File: src/design/rbft_pkg.sv
// Types and constants shared by the bit flip tally modules.
package rbft_pkg;

    // Fixed field widths
    localparam int DATA_BITS  = 8;
    localparam int COL_W      = 9;
    localparam int ROW_W      = 8;
    localparam int SEL_W      = 6;
    localparam int CNT_BITS   = 4;
    localparam int INC_W      = 5;
    localparam int RD_W       = 32;
    localparam int CFG_IDX_W  = 2;
    localparam int CFG_DATA_W = 9;

    // Queue depths between the parts
    localparam int WORK_DEPTH = 2;
    localparam int RSP_DEPTH  = 2;

    // Configuration reset values
    localparam logic [COL_W-1:0] SYN_LIN_RESET  = 9'd128;
    localparam logic [COL_W-1:0] LIN_DIFF_RESET = 9'd264;
    localparam logic [ROW_W-1:0] ROW_SPLIT_RESET = 8'd96;

    // Bit positions of class 0 when column plus row is even
    localparam logic [DATA_BITS-1:0] EVEN_BITS = 8'h55;
    localparam logic [DATA_BITS-1:0] ODD_BITS  = 8'hAA;

    // Total tallies, offset from the first total
    localparam int NUM_TOTALS = 16;
    localparam logic [3:0] TOT_ALL       = 4'd0;
    localparam logic [3:0] TOT_SYN       = 4'd1;
    localparam logic [3:0] TOT_LIN       = 4'd2;
    localparam logic [3:0] TOT_DIFF      = 4'd3;
    localparam logic [3:0] TOT_UPPER     = 4'd4;
    localparam logic [3:0] TOT_LOWER     = 4'd5;
    localparam logic [3:0] TOT_SYN_UP    = 4'd6;
    localparam logic [3:0] TOT_SYN_LO    = 4'd7;
    localparam logic [3:0] TOT_LIN_UP    = 4'd8;
    localparam logic [3:0] TOT_LIN_LO    = 4'd9;
    localparam logic [3:0] TOT_DIFF_UP   = 4'd10;
    localparam logic [3:0] TOT_DIFF_LO   = 4'd11;
    localparam logic [3:0] TOT_CLS0      = 4'd12;
    localparam logic [3:0] TOT_CLS1      = 4'd13;
    localparam logic [3:0] TOT_REF_ONES  = 4'd14;
    localparam logic [3:0] TOT_REF_ZEROS = 4'd15;

    typedef enum logic [1:0] {
        ACT_COMPARE = 2'd0,
        ACT_READ    = 2'd1,
        ACT_CLEAR   = 2'd2
    } action_t;

    typedef enum logic [CFG_IDX_W-1:0] {
        CFG_SYN_LIN   = 2'd0,
        CFG_LIN_DIFF  = 2'd1,
        CFG_ROW_SPLIT = 2'd2
    } cfg_idx_t;

    typedef enum logic [1:0] {
        REG_SYN  = 2'd0,
        REG_LIN  = 2'd1,
        REG_DIFF = 2'd2
    } region_t;

    typedef struct packed {
        logic [1:0]           action;
        logic [COL_W-1:0]     column;
        logic [ROW_W-1:0]     pixel_row;
        logic [DATA_BITS-1:0] reference_value;
        logic [DATA_BITS-1:0] readback_value;
        logic [SEL_W-1:0]     counter_index;
    } req_t;

    typedef struct packed {
        logic [DATA_BITS-1:0] flip_mask;
        logic [CNT_BITS-1:0]  flip_count;
        logic [RD_W-1:0]      counter_value;
    } rsp_t;

    // Classified request passed from the front part to the back part
    typedef struct packed {
        logic                 do_cmp;
        logic                 do_read;
        logic                 do_clear;
        logic [DATA_BITS-1:0] mask;
        logic [DATA_BITS-1:0] cls0_mask;
        logic [CNT_BITS-1:0]  flips;
        logic [CNT_BITS-1:0]  cls0;
        logic [CNT_BITS-1:0]  cls1;
        logic [CNT_BITS-1:0]  ones;
        region_t              region;
        logic                 lower;
        logic [SEL_W-1:0]     sel;
    } work_t;

endpackage

File: src/design/rbft_fifo.sv
// Small register queue used between the front part, the back part and the result port.
module rbft_fifo #(
    parameter type entry_t = logic,
    parameter int  DEPTH   = 2
) (
    input  logic   clk,
    input  logic   rst_n,
    input  logic   push_en,
    input  entry_t wr_data,
    input  logic   pop_en,
    output entry_t rd_data,
    output logic   full,
    output logic   empty
);
    localparam int PTR_W = (DEPTH > 1) ? $clog2(DEPTH) : 1;
    localparam int CNT_W = $clog2(DEPTH + 1);
    localparam logic [PTR_W-1:0] LAST = PTR_W'(DEPTH - 1);
    localparam logic [CNT_W-1:0] FULL_COUNT = CNT_W'(DEPTH);

    entry_t           mem_reg [DEPTH];
    logic [PTR_W-1:0] wr_ptr_reg, wr_ptr_next;
    logic [PTR_W-1:0] rd_ptr_reg, rd_ptr_next;
    logic [CNT_W-1:0] count_reg, count_next;
    logic             do_push, do_pop;

    assign full    = (count_reg == FULL_COUNT);
    assign empty   = (count_reg == '0);
    assign do_push = push_en && !full;
    assign do_pop  = pop_en && !empty;
    assign rd_data = mem_reg[rd_ptr_reg];

    // Advance pointers and occupancy
    always_comb
    begin
        wr_ptr_next = wr_ptr_reg;
        rd_ptr_next = rd_ptr_reg;
        count_next  = count_reg;
        if (do_push)
        begin
            wr_ptr_next = (wr_ptr_reg == LAST) ? '0 : wr_ptr_reg + 1'b1;
        end
        if (do_pop)
        begin
            rd_ptr_next = (rd_ptr_reg == LAST) ? '0 : rd_ptr_reg + 1'b1;
        end
        if (do_push && !do_pop)
        begin
            count_next = count_reg + 1'b1;
        end
        else if (do_pop && !do_push)
        begin
            count_next = count_reg - 1'b1;
        end
    end

    always_ff @(posedge clk or negedge rst_n)
    begin
        if (!rst_n)
        begin
            wr_ptr_reg <= '0;
            rd_ptr_reg <= '0;
            count_reg  <= '0;
        end
        else
        begin
            wr_ptr_reg <= wr_ptr_next;
            rd_ptr_reg <= rd_ptr_next;
            count_reg  <= count_next;
        end
    end

    // Store the pushed entry
    always_ff @(posedge clk)
    begin
        if (do_push)
        begin
            mem_reg[wr_ptr_reg] <= wr_data;
        end
    end

endmodule

File: src/design/rbft_front.sv
// Front part: configuration registers and classification of each request.
module rbft_front #(
    parameter int COLUMNS   = 400,
    parameter int ROWS      = 192,
    parameter int WORD_BITS = 8
) (
    input  logic                               clk,
    input  logic                               rst_n,
    input  logic                               cfg_valid,
    input  logic [rbft_pkg::CFG_IDX_W-1:0]     cfg_index,
    input  logic [rbft_pkg::CFG_DATA_W-1:0]    cfg_data,
    input  rbft_pkg::req_t                     req,
    output rbft_pkg::work_t                    work
);
    import rbft_pkg::*;

    localparam int LIM_W = 11;
    localparam logic [LIM_W-1:0] COL_LIM = LIM_W'(COLUMNS);
    localparam logic [LIM_W-1:0] ROW_LIM = LIM_W'(ROWS);
    localparam logic [DATA_BITS-1:0] WORD_KEEP =
        (WORD_BITS >= DATA_BITS) ? '1 : DATA_BITS'((1 << WORD_BITS) - 1);

    logic [COL_W-1:0] syn_lin_reg;
    logic [COL_W-1:0] lin_diff_reg;
    logic [ROW_W-1:0] row_split_reg;

    logic [DATA_BITS-1:0] ref_w, rb_w, mask, cls0_mask;
    logic [CNT_BITS-1:0]  flips, ones, cls0;
    logic                 on_array, parity;
    region_t              region;

    // Hold the configuration registers
    always_ff @(posedge clk or negedge rst_n)
    begin
        if (!rst_n)
        begin
            syn_lin_reg   <= SYN_LIN_RESET;
            lin_diff_reg  <= LIN_DIFF_RESET;
            row_split_reg <= ROW_SPLIT_RESET;
        end
        else if (cfg_valid)
        begin
            case (cfg_index)
                CFG_SYN_LIN:   syn_lin_reg   <= cfg_data;
                CFG_LIN_DIFF:  lin_diff_reg  <= cfg_data;
                CFG_ROW_SPLIT: row_split_reg <= cfg_data[ROW_W-1:0];
                default:       ;
            endcase
        end
    end

    // Compare the words and sort the flips into checkerboard classes
    assign ref_w     = req.reference_value & WORD_KEEP;
    assign rb_w      = req.readback_value & WORD_KEEP;
    assign mask      = ref_w ^ rb_w;
    assign parity    = req.column[0] ^ req.pixel_row[0];
    assign cls0_mask = mask & (parity ? ODD_BITS : EVEN_BITS);

    always_comb
    begin
        flips = '0;
        ones  = '0;
        cls0  = '0;
        for (int b = 0; b < DATA_BITS; b++)
        begin
            flips = flips + CNT_BITS'(mask[b]);
            ones  = ones + CNT_BITS'(ref_w[b]);
            cls0  = cls0 + CNT_BITS'(cls0_mask[b]);
        end
    end

    // Place the pixel in a region and a half
    assign on_array = ({2'b00, req.column} < COL_LIM) && ({3'b000, req.pixel_row} < ROW_LIM);

    always_comb
    begin
        if (req.column < syn_lin_reg)
        begin
            region = REG_SYN;
        end
        else if (req.column < lin_diff_reg)
        begin
            region = REG_LIN;
        end
        else
        begin
            region = REG_DIFF;
        end
    end

    // Build the queue entry
    always_comb
    begin
        work.do_cmp    = (req.action == ACT_COMPARE) && on_array;
        work.do_read   = (req.action == ACT_READ);
        work.do_clear  = (req.action == ACT_CLEAR);
        work.mask      = mask;
        work.cls0_mask = cls0_mask;
        work.flips     = flips;
        work.cls0      = cls0;
        work.cls1      = flips - cls0;
        work.ones      = ones;
        work.region    = region;
        work.lower     = !(req.pixel_row < row_split_reg);
        work.sel       = req.counter_index;
    end

endmodule

File: src/design/rbft_back.sv
// Back part: saturating tallies, clear and counter read for each queued request.
module rbft_back #(
    parameter int WORD_BITS     = 8,
    parameter int COUNTER_WIDTH = 32
) (
    input  logic            clk,
    input  logic            rst_n,
    input  rbft_pkg::work_t work,
    input  logic            work_valid,
    output logic            work_take,
    output rbft_pkg::rsp_t  rsp,
    output logic            rsp_push,
    input  logic            rsp_full
);
    import rbft_pkg::*;

    localparam int CW    = COUNTER_WIDTH;
    localparam int IDX_W = (WORD_BITS > 1) ? $clog2(WORD_BITS) : 1;
    localparam int S_W   = SEL_W + 1;
    localparam logic [S_W-1:0] LIM_BIT  = S_W'(WORD_BITS);
    localparam logic [S_W-1:0] LIM_CLS0 = S_W'(2 * WORD_BITS);
    localparam logic [S_W-1:0] LIM_CLS1 = S_W'(3 * WORD_BITS);
    localparam logic [S_W-1:0] LIM_TOT  = S_W'(3 * WORD_BITS + NUM_TOTALS);

    logic [CW-1:0] bit_cnt_reg  [WORD_BITS];
    logic [CW-1:0] bit_cnt_next [WORD_BITS];
    logic [CW-1:0] c0_cnt_reg   [WORD_BITS];
    logic [CW-1:0] c0_cnt_next  [WORD_BITS];
    logic [CW-1:0] c1_cnt_reg   [WORD_BITS];
    logic [CW-1:0] c1_cnt_next  [WORD_BITS];
    logic [CW-1:0] tot_cnt_reg  [NUM_TOTALS];
    logic [CW-1:0] tot_cnt_next [NUM_TOTALS];

    logic [INC_W-1:0]     tot_inc [NUM_TOTALS];
    logic [WORD_BITS-1:0] mask_w, cls0_w;
    logic [INC_W-1:0]     flips5;
    logic [S_W-1:0]       sel_w, off_cls0, off_cls1, off_tot;
    logic [CW-1:0]        rd_val;

    function automatic logic [CW-1:0] sat_add(input logic [CW-1:0] v,
                                              input logic [INC_W-1:0] n);
        logic [CW:0] s;
        begin
            s = {1'b0, v} + (CW + 1)'(n);
            return s[CW] ? '1 : s[CW-1:0];
        end
    endfunction

    assign work_take = work_valid && !rsp_full;
    assign rsp_push  = work_take;
    assign mask_w    = WORD_BITS'(work.mask);
    assign cls0_w    = WORD_BITS'(work.cls0_mask);
    assign flips5    = INC_W'(work.flips);

    // Route flips into the total tallies
    always_comb
    begin
        for (int k = 0; k < NUM_TOTALS; k++)
        begin
            tot_inc[k] = '0;
        end
        tot_inc[TOT_ALL]   = flips5;
        tot_inc[TOT_SYN]   = (work.region == REG_SYN) ? flips5 : '0;
        tot_inc[TOT_LIN]   = (work.region == REG_LIN) ? flips5 : '0;
        tot_inc[TOT_DIFF]  = (work.region == REG_DIFF) ? flips5 : '0;
        tot_inc[TOT_UPPER] = !work.lower ? flips5 : '0;
        tot_inc[TOT_LOWER] = work.lower ? flips5 : '0;
        tot_inc[TOT_SYN_UP]  = (work.region == REG_SYN && !work.lower) ? flips5 : '0;
        tot_inc[TOT_SYN_LO]  = (work.region == REG_SYN && work.lower) ? flips5 : '0;
        tot_inc[TOT_LIN_UP]  = (work.region == REG_LIN && !work.lower) ? flips5 : '0;
        tot_inc[TOT_LIN_LO]  = (work.region == REG_LIN && work.lower) ? flips5 : '0;
        tot_inc[TOT_DIFF_UP] = (work.region == REG_DIFF && !work.lower) ? flips5 : '0;
        tot_inc[TOT_DIFF_LO] = (work.region == REG_DIFF && work.lower) ? flips5 : '0;
        tot_inc[TOT_CLS0]      = INC_W'(work.cls0);
        tot_inc[TOT_CLS1]      = INC_W'(work.cls1);
        tot_inc[TOT_REF_ONES]  = INC_W'(work.ones);
        tot_inc[TOT_REF_ZEROS] = INC_W'(WORD_BITS) - INC_W'(work.ones);
    end

    // Advance, clear or hold every tally
    always_comb
    begin
        bit_cnt_next = bit_cnt_reg;
        c0_cnt_next  = c0_cnt_reg;
        c1_cnt_next  = c1_cnt_reg;
        tot_cnt_next = tot_cnt_reg;
        if (work_take && work.do_clear)
        begin
            for (int i = 0; i < WORD_BITS; i++)
            begin
                bit_cnt_next[i] = '0;
                c0_cnt_next[i]  = '0;
                c1_cnt_next[i]  = '0;
            end
            for (int k = 0; k < NUM_TOTALS; k++)
            begin
                tot_cnt_next[k] = '0;
            end
        end
        else if (work_take && work.do_cmp)
        begin
            for (int i = 0; i < WORD_BITS; i++)
            begin
                bit_cnt_next[i] = sat_add(bit_cnt_reg[i], INC_W'(mask_w[i]));
                c0_cnt_next[i]  = sat_add(c0_cnt_reg[i], INC_W'(cls0_w[i]));
                c1_cnt_next[i]  = sat_add(c1_cnt_reg[i], INC_W'(mask_w[i] & ~cls0_w[i]));
            end
            for (int k = 0; k < NUM_TOTALS; k++)
            begin
                tot_cnt_next[k] = sat_add(tot_cnt_reg[k], tot_inc[k]);
            end
        end
    end

    always_ff @(posedge clk or negedge rst_n)
    begin
        if (!rst_n)
        begin
            for (int i = 0; i < WORD_BITS; i++)
            begin
                bit_cnt_reg[i] <= '0;
                c0_cnt_reg[i]  <= '0;
                c1_cnt_reg[i]  <= '0;
            end
            for (int k = 0; k < NUM_TOTALS; k++)
            begin
                tot_cnt_reg[k] <= '0;
            end
        end
        else
        begin
            bit_cnt_reg <= bit_cnt_next;
            c0_cnt_reg  <= c0_cnt_next;
            c1_cnt_reg  <= c1_cnt_next;
            tot_cnt_reg <= tot_cnt_next;
        end
    end

    // Select the requested tally; an index past the last reads zero
    assign sel_w    = {1'b0, work.sel};
    assign off_cls0 = sel_w - LIM_BIT;
    assign off_cls1 = sel_w - LIM_CLS0;
    assign off_tot  = sel_w - LIM_CLS1;

    always_comb
    begin
        if (sel_w < LIM_BIT)
        begin
            rd_val = bit_cnt_reg[sel_w[IDX_W-1:0]];
        end
        else if (sel_w < LIM_CLS0)
        begin
            rd_val = c0_cnt_reg[off_cls0[IDX_W-1:0]];
        end
        else if (sel_w < LIM_CLS1)
        begin
            rd_val = c1_cnt_reg[off_cls1[IDX_W-1:0]];
        end
        else if (sel_w < LIM_TOT)
        begin
            rd_val = tot_cnt_reg[off_tot[3:0]];
        end
        else
        begin
            rd_val = '0;
        end
    end

    // Form the result; fields of other actions stay zero
    always_comb
    begin
        rsp.flip_mask     = work.do_cmp ? work.mask : '0;
        rsp.flip_count    = work.do_cmp ? work.flips : '0;
        rsp.counter_value = work.do_read ? RD_W'(rd_val) : '0;
    end

endmodule

File: src/design/register_bit_flip_tally.sv
// Bit flip tally top level: front classifier, work queue, tally back end, result queue.
// A request waits in the work queue until the result queue has room; its result then waits in the result queue.
// Throughput: one request per cycle unless full; the back end retires one queued request per cycle unless rsp_full.
// full rises only while the result queue is backed up by a stalled consumer.
// Reset: tallies clear to zero, boundaries return to 128, 264 and 96, both queues empty.
module register_bit_flip_tally #(
    parameter int COLUMNS       = 400,
    parameter int ROWS          = 192,
    parameter int WORD_BITS     = 8,
    parameter int COUNTER_WIDTH = 32
) (
    input  logic                            clk,
    input  logic                            rst_n,
    input  logic                            push,
    output logic                            full,
    input  rbft_pkg::req_t                  req,
    output logic                            empty,
    input  logic                            pop,
    output rbft_pkg::rsp_t                  rsp,
    input  logic                            cfg_valid,
    output logic                            cfg_ready,
    input  logic [rbft_pkg::CFG_IDX_W-1:0]  cfg_index,
    input  logic [rbft_pkg::CFG_DATA_W-1:0] cfg_data
);
    import rbft_pkg::*;

    work_t work_in, work_out;
    logic  work_empty, work_take;
    rsp_t  rsp_in;
    logic  rsp_push, rsp_full;

    assign cfg_ready = 1'b1;

    // Classify each request and hold the configuration
    rbft_front #(
        .COLUMNS   (COLUMNS),
        .ROWS      (ROWS),
        .WORD_BITS (WORD_BITS)
    ) u_front (
        .clk       (clk),
        .rst_n     (rst_n),
        .cfg_valid (cfg_valid),
        .cfg_index (cfg_index),
        .cfg_data  (cfg_data),
        .req       (req),
        .work      (work_in)
    );

    // Decouple the front from the tally back end
    rbft_fifo #(
        .entry_t (work_t),
        .DEPTH   (WORK_DEPTH)
    ) u_work_q (
        .clk     (clk),
        .rst_n   (rst_n),
        .push_en (push),
        .wr_data (work_in),
        .pop_en  (work_take),
        .rd_data (work_out),
        .full    (full),
        .empty   (work_empty)
    );

    // Update tallies and build results
    rbft_back #(
        .WORD_BITS     (WORD_BITS),
        .COUNTER_WIDTH (COUNTER_WIDTH)
    ) u_back (
        .clk        (clk),
        .rst_n      (rst_n),
        .work       (work_out),
        .work_valid (!work_empty),
        .work_take  (work_take),
        .rsp        (rsp_in),
        .rsp_push   (rsp_push),
        .rsp_full   (rsp_full)
    );

    // Hold results until popped
    rbft_fifo #(
        .entry_t (rsp_t),
        .DEPTH   (RSP_DEPTH)
    ) u_rsp_q (
        .clk     (clk),
        .rst_n   (rst_n),
        .push_en (rsp_push),
        .wr_data (rsp_in),
        .pop_en  (pop),
        .rd_data (rsp),
        .full    (rsp_full),
        .empty   (empty)
    );

endmodule

File: config.mk
export PLATFORM = sky130hd
export DESIGN_NAME = register_bit_flip_tally
export DESIGN_NICKNAME = d
export VERILOG_FILES = /design/src/design/rbft_pkg.sv /design/src/design/rbft_fifo.sv /design/src/design/rbft_front.sv /design/src/design/rbft_back.sv /design/src/design/register_bit_flip_tally.sv
export SDC_FILE = /design/constraint.sdc
export NUM_CORES = 2
export LEC_CHECK = 0
export BUFFER_PORTS_ARGS = -buffer_cell sky130_fd_sc_hd__buf_2
export CORE_UTILIZATION = 55
export DETAILED_ROUTE_END_ITERATION = 12
export PLACE_DENSITY = 0.71
export SYNTH_ARGS = -nofsm -noshare
export SYNTH_HDL_FRONTEND = slang
export SYNTH_HIERARCHICAL = 1
export SYNTH_SLANG_ARGS = --single-unit
File: constraint.sdc
create_clock -name clk -period 4.72 [get_ports clk]
set_input_delay 0.944 -clock clk [delete_from_list [all_inputs] [get_ports clk]]
set_output_delay 0.944 -clock clk [all_outputs]
set_load 0.02 [all_outputs]
# [Word-level counts from Yosys, hierarchy flattened]
# Memory sizes are Yosys's and may differ from the RTL's.
# Cells that the tools add are included.
[classes] n_eq_ne=8 magnitude_cmp=13 mux=93 addsub=74 bitwise=23 reduce_logical=40
[ops] cell="two-way mux 32 bit" n=53
[ops] cell="two-way mux 256 bit" n=6
[ops] cell="two-way mux 512 bit" n=2
[ops] cell="adder 32 x 5 -> 33 bit" n=20
[ops] cell="adder 32 x 1 -> 33 bit" n=16
[ops] cell="binary-select mux 32 bit (select 3 bit)" n=3
[ops] cell="adder 32 x 4 -> 33 bit" n=4
[ops] cell="binary-select mux 32 bit (select 4 bit)" n=1
[ops] cell="adder 4 x 1 -> 4 bit" n=18
[ops] cell="two-way mux 4 bit" n=12
[ops] cell="AND 1 x 5 -> 5 bit" n=8
[ops] cell="NOT 1 -> 5 bit" n=8
[ops] cell="logical AND 1 bit" n=19
[ops] cell="less-than comparator 9 bit" n=2
[ops] cell="two-way mux 8 bit" n=2
[ops] cell=">= comparator 4 bit (second input constant)" n=3
[ops] cell="less-than comparator 6 x 5 -> 1 bit (second input constant)" n=2
[ops] cell="two-way mux 2 bit" n=6
[ops] cell="NOT 3 -> 4 bit" n=3
[ops] cell="== test 2 bit (second input constant)" n=5
[ops] cell="logical NOT 1 bit" n=10
[ops] cell="logical NOT 2 bit" n=5
[ops] cell="less-than comparator 9 bit (second input constant)" n=1
[ops] cell="AND 8 bit" n=1
[ops] cell="20 further kinds" n=41
[word_totals] in_bits=57 register_bits=1314 mem_count=2 out_inout_bits=47 ram_bits=176
[mem_list] name="u_rsp_q.mem_reg" depth=2 width=44 rd=1 rd_clocked_by_memory_dff=0 write_ports=1 line="rbft_fifo.sv:20" text="entry_t mem_reg [DEPTH];"
[mem_list] name="u_work_q.mem_reg" depth=2 width=44 rd=1 rd_clocked_by_memory_dff=0 write_ports=1 line="rbft_fifo.sv:20"

# [Logic depth before layout (Yosys ltp)]
[depth] ltp_word=11 ltp_mapped=16 depth_no_buf=15

# [By module]
# Netlist, hierarchy kept.
[modules_own_cells] mod="rbft_back" cells_per_inst=10149 instances=1 area_per_inst_um2=86096.3
[modules_own_cells] mod="rbft_fifo" cells_per_inst=156 instances=2 area_per_inst_um2=3572.2
[modules_own_cells] mod="rbft_front" cells_per_inst=255 instances=1 area_per_inst_um2=2427.3
[modules_own_cells] mod="register_bit_flip_tally" cells_per_inst=3 instances=1 area_per_inst_um2=15.0

# [Worst setup path after synthesis]
# No wires, ideal clock.
[synth_path] kind="input -> register" from="input req[6] in the netlist's numbering" to="memory u_work_q/mem_reg[0][16] in the netlist's numbering, data pin" arrival_time_ns=4.234 path_slack_ns=0.222 setup_time_ns=0.264 t_required_ns=4.456 path_buffers=0 stages=15 path_cell_list="xnor2_1 -> nor2_1 -> or2_2 -> ha_1 -> inv_1 -> fa_1 -> fa_1 -> inv_1 -> ha_1 -> inv_1 -> fa_1 -> ha_1 -> a21o_1 -> a21oi_1 -> xnor2_1"
[synth_lines] item="start: declaration" line="register_bit_flip_tally.sv:16" text="input rbft_pkg::req_t req,"
[synth_lines] item="end: declaration" line="rbft_fifo.sv:20"

==> flow_metrics.py <==
metrics = {
    "run_status": {
        "status": "completed",
    },
    "power": {
        "p_per_area_nw_per_um2": 501.8,
        "internal_power_mw": 30.31,
        "p_leak_nw": 44.30,
        "irDropWorstVdd_v": 0.0005783,
        "power.switching_mw": 22.80,
        "p_total_mw": 53.11,
        "swShare": 0.4293,
        "combinationalPowerShare": 0.441,
        "clkPwrFrac": 0.270,
        "seqPwrFrac": 0.289,
    },
    "synth": {
        "yosys-top-cells-area": "dfrtp_1, o21ai_0, mux4_2, edfxtp_1, nand2_1",
        "synth-simple-area-share": 0.2045,
        "synthMuxAreaShare": 0.1097,
        "yosysTopAreaCell": "dfrtp_1",
        "synth_compound_area_frac": 0.2093,
        "synth_top_family_by_area": "compound AO/OA/AOI/OAI gates",
        "yosysWarnings": 6,
        "yosysUniqueCellTypes": 94,
        "synth_seq_cells": 1490,
        "postSynthNetCount": 10960,
        "postSynthCellCount": 10720,
        "synthArstFlopShare": 0.8819,
        "synth-edff-count": 176,
        "netlist_top_cells_count": "o21ai_0, dfrtp_1, nand2_1",
        "yosys.cell_count.top_type": "o21ai_0",
        "synth-adder-area-share": 0.02573,
        "yosys.area.top_type_share": 0.3423,
        "synth_area_sq_um": 95680,
        "synth_xor_xnor_area_share": 0.005309,
        "avgSynthCellArea_sq_um": 8.926,
        "synthFlopType": "dfrtp_1",
        "ys_seq_area_frac": 0.3990,
    },
    "placed_design": {
        "io_buffers": 102,
        "dp_hpwl_mm": 248.6,
        "routabilityCongestion": 1.065,
    },
    "job": {
        "drv_cap": 0,
    },
    "timing": {
        "skew_ps": 39.44,
        "period_needed_ps": 4213,
        "setup_viol": 0,
        "tightest_slew_ps": 1145,
        "drv_slew": 0,
        "hold_viol": 0,
        "rsz0062_at_grt": "no",
        "tns_ps": 0,
        "period_share": 0.8926,
        "fmax_mhz": 237.3,
        "relSlewSlack": 0.2299,
    },
    "setup_path": {
        "path_class": "register to register",
        "crit_path_end_kind": "register",
        "cp-start-kind": "register",
        "arrival_ps": 4950,
        "r2r_start": "u_work_q/rd_ptr_reg",
        "rr_worst_depth": 12,
        "cp_max_fo": 45,
        "crit_start": "u_work_q/rd_ptr_reg",
        "cp.required_ps": 5450,
        "reg2reg_to": "u_back/tot_cnt_reg[346]",
        "regToRegSetupSlack_ps": 510,
        "cp-endpoint": "u_back/tot_cnt_reg[346]",
    },
    "floorplan": {
        "core_sq_um": 172100,
        "row_count": 152,
        "die_area_sq_um": 175600,
        "initial_utilization": 0.5559,
        "die_y_um": 419.1,
        "die_w_um": 419.1,
        "ios": 104,
    },
    "clock_tree": {
        "root_buffer": "clkbuf_16",
        "cts_buffer_depth": 3,
        "htreeDepth": 4,
        "post_cts_buffers": 0,
        "cts_resized": 0,
        "cts_buffers": 170,
        "clkLatencyLatePin_ps": 850,
        "clkSlewWorstSetupHoldPaths_ps": 60,
        "cts_tree": "yes",
        "clkSinkCount": 1490,
        "hold_buffers": 0,
    },
    "detailed_routing": {
        "wirelength_mm": 349.7,
        "ant_nets": 0,
        "drt_iter0_markers": 13170,
        "dr.pass1.iters": 10,
        "drc": 0,
        "routedWlPerCell_um": 26.74,
        "num_vias": 92350,
        "via_per_inst": 7.061,
    },
    "final_layout": {
        "area_growth_syn_to_layout_pct": 10.61,
        "nets": 10860,
        "drive_gt1_frac": 0.1157,
        "largest_register_ffs": 512,
        "final_util": 0.6149,
    },
    "global_route": {
        "grt_pass1_wl_mm": 528.5,
        "grt_pass1_vias": 85790,
        "antenna_found_initial": 16,
        "grt.total_usage": 0.3935,
        "overflow": 0,
        "grt_max_degree": 162,
    },
    "worst_hold_path": {
        "hp-class": "primary input to async pin",
    },
}
-- kinds of logic (layout without fill, tap and decap cells) --
group                      after synthesis  count (layout)
xor gates and xnor gates                58              58
adders and majority gates              180             180
AOI/OAI and AO/OA                     3334            3334
other                                    1               7
buffers and inverters                 1125            1169
and+or+nand+nor                       3926            3926
DFF                                   1490            1490
muxes                                  605             605
-- worst max-delay path, cell delays in order (launching register included) --
cell      delay (ps)
dfrtp_2          380
buf_12           320
mux2_4           410
nand2_1          230
inv_1            190
ha_1             200
fa_1             250
a211oi_1         110
nor2_1           370
nand3_1          350
or4_1            810
and4_1           290
nor3_1           160
-- stage by stage --
stage / instance area [sq um] / worst slack [ps] / std cells / hold WS, ps
floorplan: 95680 / 222.0 / 10720 / 452.0
global placement: 99830 / -68.25 / 12760 / 475.8
detailed placement: 99830 / -54.50 / 12760 / 487.6
CTS: 105800 / 622.6 / 13070 / 123.4
global route: 105800 / 330.2 / 13080 / 126.8
finish: 105800 / 506.7 / 13080 / 74.39
-- area by class of cell --
cell class              instances  area (sq um)
diodes                          6         15.01
clock buffers                 242          4957
clock inverters                75          1027
fillers                     14480         66280
inverters                     421          1588
multi-input cells            8104         53220
flip-flops and latches       1490         38180
well taps                    2310          2890
repair buffers                431          3959
-- power groups by stage --
stage | clock network (mW) | logic, mW | registers [mW]
2_1_floorplan | 0 | 14.3 | 15.1
3_3_place_gp | 0 | 22.3 | 15.5
3_5_place_dp | 0 | 22.7 | 15.6
4_1_cts | 14.4 | 22.8 | 15.3
5_1_grt | 15.0 | 24.6 | 15.5
6_report | 14.3 | 23.4 | 15.4
-- layer usage --
| metal | GRT usage | share of wire | wire length, um | vias to the layer above |
|---|---|---|---|---|
| met1 | 0.5262 | 0.38 | 132000 | 45110 |
| met4 | 0.2439 | 0.070 | 24480 | 12 |
| li1 | - | - | - | 40230 |
| met2 | 0.5764 | 0.43 | 150800 | 5950 |
| met3 | 0.09434 | 0.12 | 42320 | 1051 |
| met5 | 0 | 0.00023 | 79 | - |
-- cell usage in the layout (no fill, tap or decap), drive strengths merged, types with 59 or more instances in the layout --
master,netlist,routed
and4,109,109
a21o,87,87
nor2,662,662
nand2,1106,1106
a22o,146,146
a31oi,348,348
inv,421,427
a211oi,59,59
o31ai,77,77
a41oi,87,87
clkbuf,570,242
nor3,412,412
buf,134,431
a21oi,651,651
nand3,540,540
and2,120,120
dfrtp,1309,1309
nor4,169,169
o21ai,1441,1441
mux2,110,110
mux2i,175,175
nand4,241,241
edfxtp,176,176
ha,152,152
and3,306,306
mux4,320,320
-- how the worst min path moves through the flow --
stage,cells past startpoint,startpoint,to
after floorplan,1,u_back/c0_cnt_reg[53],u_back/c0_cnt_reg[53]
after global placement,2,u_back/bit_cnt_reg[160],u_back/bit_cnt_reg[160]
after detailed placement,1,u_back/tot_cnt_reg[213],u_back/tot_cnt_reg[213]
after CTS,1,rst_n,u_back/c0_cnt_reg[232]
after global routing,1,rst_n,u_back/c0_cnt_reg[232]
final,1,rst_n,u_back/c0_cnt_reg[232]
No activity file was read; power rests on OpenSTA's default activity.
